### src/hdl/bblru_pkg.sv
package bblru_pkg;

   localparam int DEF_ENTRIES = 32;
   localparam logic [31:0] RESET_LIMIT = 32'd805306368; // 768 MiB

   typedef enum logic [1:0] {
      CMD_LOOKUP = 2'd0,
      CMD_FILL   = 2'd1,
      CMD_REMOVE = 2'd2,
      CMD_CLEAR  = 2'd3
   } cmd_type;

   typedef enum logic [2:0] {
      ST_IDLE,
      ST_SCAN,
      ST_EVICT_CHK,
      ST_EVICT,
      ST_SHIFT_DN,
      ST_FRONT,
      ST_SHIFT_UP,
      ST_STATUS
   } state_type;

   typedef struct packed {
      cmd_type     cmd;
      logic [15:0] entry_key;
      logic [24:0] entry_bytes;
   } req_type;

   typedef struct packed {
      logic        result_kind;
      logic        hit;
      logic [15:0] evicted_key;
      logic        over_budget;
      logic [31:0] used_bytes;
      logic        last;
   } rsp_type;

   // one cache line as stored, indexed by recency position
   typedef struct packed {
      logic [15:0] key;
      logic [24:0] bytes;
   } entry_type;

endpackage

### src/hdl/bblru_mem.sv
module bblru_mem
   import bblru_pkg::*;
#(
   parameter int DEPTH = DEF_ENTRIES,
   parameter int AW    = $clog2(DEF_ENTRIES)
) (
   input  logic      clock,
   input  logic      wr_en,
   input  logic [AW-1:0] wr_addr,
   input  entry_type wr_data,
   input  logic [AW-1:0] rd_addr,
   output entry_type rd_data
);

   entry_type mem [DEPTH];
   entry_type rd_data_ff;

   always_ff @(posedge clock) begin
      if (wr_en) begin
         mem[wr_addr] <= wr_data;
      end
      rd_data_ff <= mem[rd_addr];
   end

   assign rd_data = rd_data_ff;

endmodule

### src/hdl/bblru_ctrl.sv
module bblru_ctrl
   import bblru_pkg::*;
#(
   parameter int ENTRIES = DEF_ENTRIES,
   parameter int AW      = $clog2(DEF_ENTRIES)
) (
   input  logic          clock,
   input  logic          reset,
   input  logic          start,
   output logic          busy,
   input  req_type       req_data,
   output logic          rsp_valid,
   output rsp_type       rsp_data,
   input  logic          csr_wr_en,
   input  logic [31:0]   csr_wr_data,
   output logic          mem_wr_en,
   output logic [AW-1:0] mem_wr_addr,
   output entry_type     mem_wr_data,
   output logic [AW-1:0] mem_rd_addr,
   input  entry_type     mem_rd_data
);

   localparam int CW = $clog2(ENTRIES + 1);

   state_type     state_ff, state_in;
   cmd_type       cmd_ff;
   logic [15:0]   key_ff;
   logic [24:0]   bytes_ff;
   entry_type     ent_ff;
   logic [AW-1:0] pos_ff;
   logic [AW-1:0] dst_ff;
   logic [CW-1:0] count_ff;
   logic [31:0]   used_ff;
   logic [31:0]   limit_ff;
   logic          hit_ff;
   logic          rsp_valid_ff;
   rsp_type       rsp_ff;
   rsp_type       rsp_in;

   logic          accept;
   logic [AW-1:0] count_m1;
   logic          key_match;
   logic          at_tail;
   logic [32:0]   sum_wide;
   logic [31:0]   used_add;
   logic [31:0]   used_sub;
   logic          need_evict;
   logic          up_done;

   assign accept    = start && (state_ff == ST_IDLE);
   assign busy      = (state_ff != ST_IDLE);
   assign count_m1  = AW'(count_ff - CW'(1));
   assign key_match = (mem_rd_data.key == key_ff);
   assign at_tail   = (pos_ff == count_m1);
   assign sum_wide  = {1'b0, used_ff} + 33'(bytes_ff);
   assign used_add  = sum_wide[32] ? 32'hFFFF_FFFF : sum_wide[31:0];
   assign used_sub  = (used_ff >= 32'(mem_rd_data.bytes)) ?
                      used_ff - 32'(mem_rd_data.bytes) : 32'd0;
   assign need_evict = (count_ff != '0) &&
                       ((count_ff >= CW'(ENTRIES)) || (sum_wide > {1'b0, limit_ff}));
   // count already decremented on the hit
   assign up_done   = ((CW'(dst_ff) + CW'(1)) == count_ff);

   // next state
   always_comb begin
      state_in = state_ff;
      unique case (state_ff)
         ST_IDLE: begin
            if (accept) begin
               if (req_data.cmd == CMD_CLEAR) begin
                  state_in = ST_STATUS;
               end else if (count_ff == '0) begin
                  state_in = (req_data.cmd == CMD_FILL) ? ST_EVICT_CHK : ST_STATUS;
               end else begin
                  state_in = ST_SCAN;
               end
            end
         end
         ST_SCAN: begin
            if (key_match) begin
               if (cmd_ff == CMD_REMOVE) begin
                  state_in = at_tail ? ST_STATUS : ST_SHIFT_UP;
               end else begin
                  state_in = (pos_ff == '0) ? ST_STATUS : ST_SHIFT_DN;
               end
            end else if (at_tail) begin
               state_in = (cmd_ff == CMD_FILL) ? ST_EVICT_CHK : ST_STATUS;
            end
         end
         ST_EVICT_CHK: begin
            if (need_evict) begin
               state_in = ST_EVICT;
            end else begin
               state_in = (count_ff == '0) ? ST_FRONT : ST_SHIFT_DN;
            end
         end
         ST_EVICT:    state_in = ST_EVICT_CHK;
         ST_SHIFT_DN: state_in = (dst_ff == AW'(1)) ? ST_FRONT : ST_SHIFT_DN;
         ST_FRONT:    state_in = ST_STATUS;
         ST_SHIFT_UP: state_in = up_done ? ST_STATUS : ST_SHIFT_UP;
         ST_STATUS:   state_in = ST_IDLE;
         default:     state_in = ST_IDLE;
      endcase
   end

   // memory port control
   always_comb begin
      mem_rd_addr = '0;
      mem_wr_en   = 1'b0;
      mem_wr_addr = dst_ff;
      mem_wr_data = mem_rd_data;
      unique case (state_ff)
         ST_IDLE: mem_rd_addr = '0;
         ST_SCAN: begin
            if (key_match) begin
               mem_rd_addr = (cmd_ff == CMD_REMOVE) ? AW'(pos_ff + AW'(1))
                                                    : AW'(pos_ff - AW'(1));
            end else begin
               mem_rd_addr = AW'(pos_ff + AW'(1));
            end
         end
         ST_EVICT_CHK: mem_rd_addr = count_m1;
         ST_EVICT:     mem_rd_addr = '0;
         ST_SHIFT_DN: begin
            mem_wr_en   = 1'b1;
            mem_rd_addr = AW'(dst_ff - AW'(2));
         end
         ST_FRONT: begin
            mem_wr_en   = 1'b1;
            mem_wr_addr = '0;
            mem_wr_data = ent_ff;
         end
         ST_SHIFT_UP: begin
            mem_wr_en   = 1'b1;
            mem_rd_addr = AW'(dst_ff + AW'(2));
         end
         ST_STATUS: mem_rd_addr = '0;
         default:   mem_rd_addr = '0;
      endcase
   end

   // result item of this cycle
   always_comb begin
      rsp_in = '0;
      if (state_ff == ST_EVICT) begin
         rsp_in.evicted_key = mem_rd_data.key;
         rsp_in.used_bytes  = used_sub;
      end else begin
         rsp_in.result_kind = 1'b1;
         rsp_in.hit         = hit_ff;
         rsp_in.over_budget = (used_ff > limit_ff);
         rsp_in.used_bytes  = used_ff;
         rsp_in.last        = 1'b1;
      end
   end

   always_ff @(posedge clock) begin
      if (reset) begin
         state_ff     <= ST_IDLE;
         count_ff     <= '0;
         used_ff      <= '0;
         limit_ff     <= RESET_LIMIT;
         rsp_valid_ff <= 1'b0;
      end else begin
         state_ff     <= state_in;
         rsp_valid_ff <= (state_ff == ST_EVICT) || (state_ff == ST_STATUS);
         if (csr_wr_en) begin
            limit_ff <= csr_wr_data;
         end
         unique case (state_ff)
            ST_IDLE: begin
               if (accept && req_data.cmd == CMD_CLEAR) begin
                  count_ff <= '0;
                  used_ff  <= '0;
               end
            end
            ST_SCAN: begin
               if (key_match && cmd_ff == CMD_REMOVE) begin
                  count_ff <= CW'(count_ff - CW'(1));
                  used_ff  <= used_sub;
               end
            end
            ST_EVICT_CHK: begin
               if (!need_evict) begin
                  count_ff <= CW'(count_ff + CW'(1));
                  used_ff  <= used_add;
               end
            end
            ST_EVICT: begin
               count_ff <= CW'(count_ff - CW'(1));
               used_ff  <= used_sub;
            end
            default: ;
         endcase
      end
   end

   // datapath, no reset needed
   always_ff @(posedge clock) begin
      unique case (state_ff)
         ST_IDLE: begin
            cmd_ff   <= req_data.cmd;
            key_ff   <= req_data.entry_key;
            bytes_ff <= req_data.entry_bytes;
            hit_ff   <= 1'b0;
            pos_ff   <= '0;
         end
         ST_SCAN: begin
            if (key_match) begin
               hit_ff <= 1'b1;
               ent_ff <= mem_rd_data;
               dst_ff <= pos_ff;
            end else begin
               pos_ff <= AW'(pos_ff + AW'(1));
            end
         end
         ST_EVICT_CHK: begin
            ent_ff <= '{key: key_ff, bytes: bytes_ff};
            dst_ff <= AW'(count_ff);
         end
         ST_SHIFT_DN: dst_ff <= AW'(dst_ff - AW'(1));
         ST_SHIFT_UP: dst_ff <= AW'(dst_ff + AW'(1));
         default: ;
      endcase

      rsp_ff <= rsp_in;
   end

   assign rsp_valid = rsp_valid_ff;
   assign rsp_data  = rsp_ff;

endmodule

### src/hdl/byte_budget_lru_cache_core.sv
// channel   | ports                      | handshake
// ----------+----------------------------+----------------------------------
// request   | req_data, start, busy      | taken when start && !busy
// result    | rsp_data, rsp_valid        | one-cycle strobe, no back-pressure
// register  | csr_wr_en, csr_wr_data     | byte_limit written on csr_wr_en
//
// An item keeps busy high while it is worked on: a key search one slot per cycle,
// then the EVICT_CHK and EVICT states for each eviction and one write per slot moved
// when the recency list is shifted, all through the single read / single write entry memory.
// busy falls in the cycle in which the final status item is strobed.
// Reset empties the table and loads the 768 MiB limit; no clearing pass.
// Results cannot be stalled; each is on rsp_data for exactly one cycle.
module byte_budget_lru_cache_core
   import bblru_pkg::*;
#(
   parameter int ENTRIES = DEF_ENTRIES
) (
   input  logic        clock,
   input  logic        reset,
   input  logic        start,
   output logic        busy,
   input  req_type     req_data,
   output logic        rsp_valid,
   output rsp_type     rsp_data,
   input  logic        csr_wr_en,
   input  logic [31:0] csr_wr_data
);

   localparam int AW = $clog2(ENTRIES);

   logic          mem_wr_en;
   logic [AW-1:0] mem_wr_addr;
   entry_type     mem_wr_data;
   logic [AW-1:0] mem_rd_addr;
   entry_type     mem_rd_data;

   bblru_ctrl #(
      .ENTRIES (ENTRIES),
      .AW      (AW)
   ) u_ctrl (
      .clock       (clock),
      .reset       (reset),
      .start       (start),
      .busy        (busy),
      .req_data    (req_data),
      .rsp_valid   (rsp_valid),
      .rsp_data    (rsp_data),
      .csr_wr_en   (csr_wr_en),
      .csr_wr_data (csr_wr_data),
      .mem_wr_en   (mem_wr_en),
      .mem_wr_addr (mem_wr_addr),
      .mem_wr_data (mem_wr_data),
      .mem_rd_addr (mem_rd_addr),
      .mem_rd_data (mem_rd_data)
   );

   bblru_mem #(
      .DEPTH (ENTRIES),
      .AW    (AW)
   ) u_mem (
      .clock   (clock),
      .wr_en   (mem_wr_en),
      .wr_addr (mem_wr_addr),
      .wr_data (mem_wr_data),
      .rd_addr (mem_rd_addr),
      .rd_data (mem_rd_data)
   );

   a_last_is_status: assert property (@(posedge clock) disable iff (reset)
      rsp_valid && rsp_data.last |-> rsp_data.result_kind)
      else $error("last item is not a status item");

   a_evict_clean: assert property (@(posedge clock) disable iff (reset)
      rsp_valid && !rsp_data.result_kind |-> !rsp_data.hit && !rsp_data.over_budget)
      else $error("eviction item carries status flags");

   a_accept_busy: assert property (@(posedge clock) disable iff (reset)
      start && !busy |=> busy)
      else $error("accepted item did not raise busy");

   a_idle_after_last: assert property (@(posedge clock) disable iff (reset)
      rsp_valid && rsp_data.last |-> !busy)
      else $error("block not idle with final item");

endmodule
### config.mk
export PLATFORM = sky130hd
export DESIGN_NAME = byte_budget_lru_cache_core
export DESIGN_NICKNAME = d
export VERILOG_FILES = /design/src/hdl/bblru_pkg.sv /design/src/hdl/bblru_mem.sv /design/src/hdl/bblru_ctrl.sv /design/src/hdl/byte_budget_lru_cache_core.sv
export SDC_FILE = /design/constraint.sdc
export NUM_CORES = 2
export LEC_CHECK = 0
export BUFFER_PORTS_ARGS = -buffer_cell sky130_fd_sc_hd__buf_2
export CELL_PAD_IN_SITES_DETAIL_PLACEMENT = 1
export CELL_PAD_IN_SITES_GLOBAL_PLACEMENT = 1
export CORE_MARGIN = 2
export CORE_UTILIZATION = 41
export DETAILED_ROUTE_END_ITERATION = 12
export PLACE_DENSITY_LB_ADDON = 0.3
export SETUP_SLACK_MARGIN = 0.02
export SYNTH_ARGS = -nofsm -noshare
export SYNTH_HDL_FRONTEND = slang
export SYNTH_SLANG_ARGS = --single-unit
### constraint.sdc
create_clock -name clock -period 12.36 [get_ports clock]
set_clock_uncertainty 0.15 [all_clocks]
set_input_delay 2.472 -clock clock [delete_from_list [all_inputs] [get_ports clock]]
set_output_delay 2.472 -clock clock [all_outputs]
set_load 0.05 [all_outputs]
==> run summary <==
The run finished with clean final reports. STA classifies the critical path endpoint as a flop. In this run the critical register-to-register path is captured at u_ctrl.used_ff[31]. The worst-case IR drop observed on VDD is approximately 0.00028 V. The CTS buffer count came out at 160. TritonCTS built the clock tree. The synthesized instance count is 5389. The average instance in the mapped netlist occupies 12.41 um^2. The number of nets in the synthesized netlist is 5595. For this run, the detailed router's first-pass iteration total came to 5. The cell family contributing the most delay on the critical path is compound AO/OA/AOI/OAI gates.

The number of cells on the worst reg-to-reg path is 21. The worst register-to-register path begins at u_ctrl.bytes_ff[0]. The pin slew with the least headroom to its limit came out at 1.192 ns. The cell area power density is ~280 mW/mm^2.

Measured along the y axis, the die boundary spans about 400 um. The number of hold violations in the final report is 0. Clock tree synthesis found a total of 1573 sinks. The post-route fraction of the period consumed by the critical path is 51.74%.

The total cell area at the placement stage is around 0.07 mm^2. The combined global-route utilization of all metal layers is approximately a quarter. The setup slack on the worst flop-to-flop path came out at around 6.0 ns. The post-CTS resize count is 0. The number of cells in the design after placement is 7426. After routing the design area is 0.07493 mm^2. The tree is rooted in a clkbuf_16.

The upper clock frequency limit is 156.4 MHz. The die width is ~410 um. The clock-pin slew on the worst setup and hold paths is 0.06 ns. The initial antenna violation count is 1. The number of global-route vias before repair came out at 46506. For hold timing, the worst endpoint is u_ctrl.rsp_data[50]. The number of placement rows is between 100 and 150.

The class of the worst hold path is reg -> reg. The initial core utilization came out at between 40% and 50%. The critical path's largest stage delay is 0.74 ns. Routability-driven placement finished with a final weighted congestion of roughly 0.86.

Among the stages of the critical path, the cell type that occurs most often is o21ai_0. Measured against its own limit, the worst slew margin works out to 20.52%. In the final design database the tool counted roughly 5600 nets. Fill cells in the final layout number roughly 17000. For this run, the leading register cell type out of synthesis is edfxtp_1. The number of port buffers came out at roughly 130. For met2 alone, demand over resource in global routing was about two fifths. The peak fanout along the critical path came out at 49. The fraction of the yosys area taken by sequential cells came out at around two thirds.

The count of buffer and inverter cells on the critical path is 1. The critical path data required time is 12.86 ns. The number of DRC violations after detailed-routing iteration 0 is slightly below 5000. The setup fix buffers added after clock tree synthesis is 0.

The number of max-cap violations came out at 0. The number of hold buffers added after CTS was 0. The maximum count of clock buffers along a single path is 3.

The final cell count without fillers is about 7700. The signal arrival time at the worst endpoint came out at between 6 and 7 ns. The number of enable-type register cells in the synthesized netlist is ~1400. The relative area change from synthesis to final layout is 12.08%.

In this run, distinct cell masters in the synthesized netlist total approximately 80. The share of synthesized registers carrying an async set or reset is 0%. The HPWL reported at the end of detailed placement came out at 114300 um. The layer flagged by global routing as most heavily used is met2.

Setup repair after global routing left no endpoint under its margin. Summed over all failing endpoints, the final setup total negative slack is 0 ns. The first-pass GRT wire length came out at 310900 um. Entering global routing, the biggest net connects 160 pins. The leftover overflow at the end of global routing is 0. The startpoint of the tightest hold check path is u_ctrl.hit_ff. The detailed router placed between 40000 and 50000 vias in this run. At the later pin of the worst-skew pair, clock insertion delay measures about 0.82 ns. The number of vias per cell after detailed routing is roughly 6. The number of warning messages in the yosys log came out at 0. For this run, design rule violations remaining after detail routing come to 0. The I/O pin count came out at ~130. The CTS H-tree depth is 4. On the critical path, the stage with the largest delay is an instance of or4_1. The flop and latch count out of synthesis is ~1600. The detailed-route wire length came out at roughly 210000 um. The count of nets left with antenna violations once routing finished came out at 0. Counting instances, the worst hold path has a depth of 1.

The share of final-layout standard cells stronger than drive strength 1 came out at roughly a tenth. The worst setup path is launched from a flop. The leakage power figure is roughly 27 nW. The area of the core came out at ~0.16 mm^2.

The met3 usage in global routing came out at under 10%. The detail-routed net length per standard cell came out at ~28 um. In the global route stage, met1 resource usage came out at between 30% and 40%. The number of pins exceeding their max-slew limit in the final report came out at 0.

The category of the most critical setup path is reg -> reg. Walking the worst path, the cells encountered are ha_1 -> fa_1 -> a211oi_1 -> o21ai_0 -> nand4b_1 -> a31oi_1 -> o21ai_0 -> nand2_1 -> xor2_1 -> ha_1 -> nand4_1 -> or4_1 -> o21ai_0 -> a31oi_1 -> a21oi_1 -> nor3b_2 -> o31a_2 -> buf_4 -> o21ai_0 -> a21oi_1 -> o32ai_1. The minimum clock period came out at ~6.4 ns.

The synthesized netlist occupies a cell area of 0.06685 mm^2. The area of the die is 0.1663 mm^2. The final count of negative-setup-slack endpoints came out at 0.
## cells in the final DEF, fill, tap and decap left out, types with 28 or more instances in the layout
master and n:
a21o_1 28, a21oi_1 101, a311oi_1 234, a32oi_1 43, and3_1 277, buf_2 132
buf_4 77, clkbuf_1 36, clkbuf_16 166, dfxtp_1 166, edfxtp_1 1407, ha_1 124
inv_1 81, mux2_2 41, mux2i_1 72, nand2_1 1344, nand3_1 216, nand4_1 61
nor2_1 129, nor2_4 34, nor3_1 35, o211ai_1 59, o21ai_0 169, o21ai_1 93
xnor2_1 39, xor2_1 52
## metrics by stage
stage	hold WS [ns]	util (%)	total power, mW	setup slack (ns)
finish	0.3069	46.14	20.81	5.965
global route	0.3345	46.14	21.81	5.670
CTS	0.3151	46.14	20.83	5.919
detailed placement	0.3010	42.90	15.93	5.965
global placement	0.2802	42.90	15.68	5.988
floorplan	0.2703	-	13.07	7.642
## where the power goes
part,leakage [nW],internal (mW),switching [mW],total (mW)
clock network,2.57,2.78,2.11,4.90
logic,9.90,2.40,6.16,8.56
registers,14.1,7.01,0.344,7.35
total,26.6,12.2,8.62,20.8
## sequential cells by signal, summed over array words and instances, names as in the netlist, 2 cells and up
name	count
u_ctrl.count_ff	6
u_ctrl.rsp_data	51
u_ctrl.bytes_ff	25
u_ctrl.limit_ff	32
u_ctrl.key_ff	16
u_mem.rd_data	41
u_ctrl.state_ff	3
u_ctrl.cmd_ff	2
u_ctrl.used_ff	32
u_ctrl.ent_ff	41
u_ctrl.pos_ff	5
u_ctrl.dst_ff	5
u_mem.mem	1312
## Yosys cell counts (all sizes together), types with 4 or more instances
| library cell | number | area, um^2 |
|---|---|---|
| a22o | 4 | 35.03 |
| o21a | 4 | 30.03 |
| a21oi | 104 | 524.3 |
| a31oi | 13 | 81.33 |
| and2 | 6 | 40.04 |
| xnor2 | 39 | 341.6 |
| nand2b | 18 | 112.6 |
| nand2 | 1349 | 5085 |
| dfxtp | 166 | 3323 |
| a32oi | 43 | 376.6 |
| or2 | 4 | 25.02 |
| clkbuf | 237 | 889.6 |
| mux2 | 41 | 461.7 |
| nand3b | 6 | 45.04 |
| mux2i | 73 | 743.2 |
| o211ai | 59 | 442.9 |
| a211oi | 20 | 155.1 |
| a21o | 28 | 210.2 |
| o21ai | 263 | 1316 |
| nor3 | 37 | 195.2 |
| inv | 83 | 311.6 |
| ha | 124 | 1551 |
| buf | 115 | 700.7 |
| xor2 | 52 | 455.4 |
| a2111oi | 4 | 35.03 |
| and3 | 278 | 1739 |
| nand4 | 61 | 381.6 |
| a22oi | 8 | 60.06 |
| o22ai | 10 | 62.56 |
| a311oi | 254 | 2350 |
| nor2 | 165 | 626.9 |
| nor2b | 16 | 100.1 |
| a21boi | 4 | 30.03 |
| nand3 | 217 | 1091 |
| o21bai | 5 | 37.54 |
| o31ai | 12 | 122.6 |
| a221oi | 6 | 52.55 |
| or3 | 8 | 50.05 |
| edfxtp | 1407 | 42250 |
| nor4 | 11 | 68.82 |
## how the worst max path moves through the flow
stage / cells after the start / slack [ns] / from / end
2_1_floorplan: 22 / 7.64 / u_ctrl.used_ff[1] / u_ctrl.used_ff[31]
3_3_place_gp: 21 / 5.99 / u_ctrl.bytes_ff[0] / u_ctrl.used_ff[31]
3_5_place_dp: 21 / 5.96 / u_ctrl.bytes_ff[0] / u_ctrl.used_ff[31]
4_1_cts: 21 / 5.92 / u_ctrl.bytes_ff[0] / u_ctrl.used_ff[31]
5_1_grt: 21 / 5.67 / u_ctrl.used_ff[1] / u_ctrl.used_ff[31]
6_report: 21 / 5.97 / u_ctrl.bytes_ff[0] / u_ctrl.used_ff[31]
## kinds of logic (layout without fill, tap and decap cells)
| logic type | Yosys count | after routing | share of synthesized area, % |
|---|---|---|---|
| fa+ha+maj | 127 | 127 | 2.411 |
| simple gates | 2185 | 2185 | 14.42 |
| compound gates | 862 | 862 | 9.143 |
| xor+xnor | 91 | 91 | 1.192 |
| other cells | 0 | 1 | 0 |
| flops | 1573 | 1573 | 68.17 |
| mux | 114 | 114 | 1.802 |
| buf+inv | 437 | 596 | 2.856 |
## layout make-up
class	count	area [um^2]	area share (%)
flip-flops and latches	1573	45570	60.82
multi-input cells	3379	19720	26.32
clock buffers	219	4523	6.036
well taps	2175	2721	3.632
repair buffers	214	1339	1.787
clock inverters	78	733.2	0.9785
inverters	85	319.1	0.4258
diodes	1	2.502	0.003340
## routing by layer
metal  up-vias  wire, um  part of all wire [%]
met5         -         0                     0
met4         0      5898                   2.8
met3       350     14030                   6.6
met2      1800    103300                    48
met1     24033     90750                    42
li1      20007         -                     -
(Power assumes the default switching activity.)
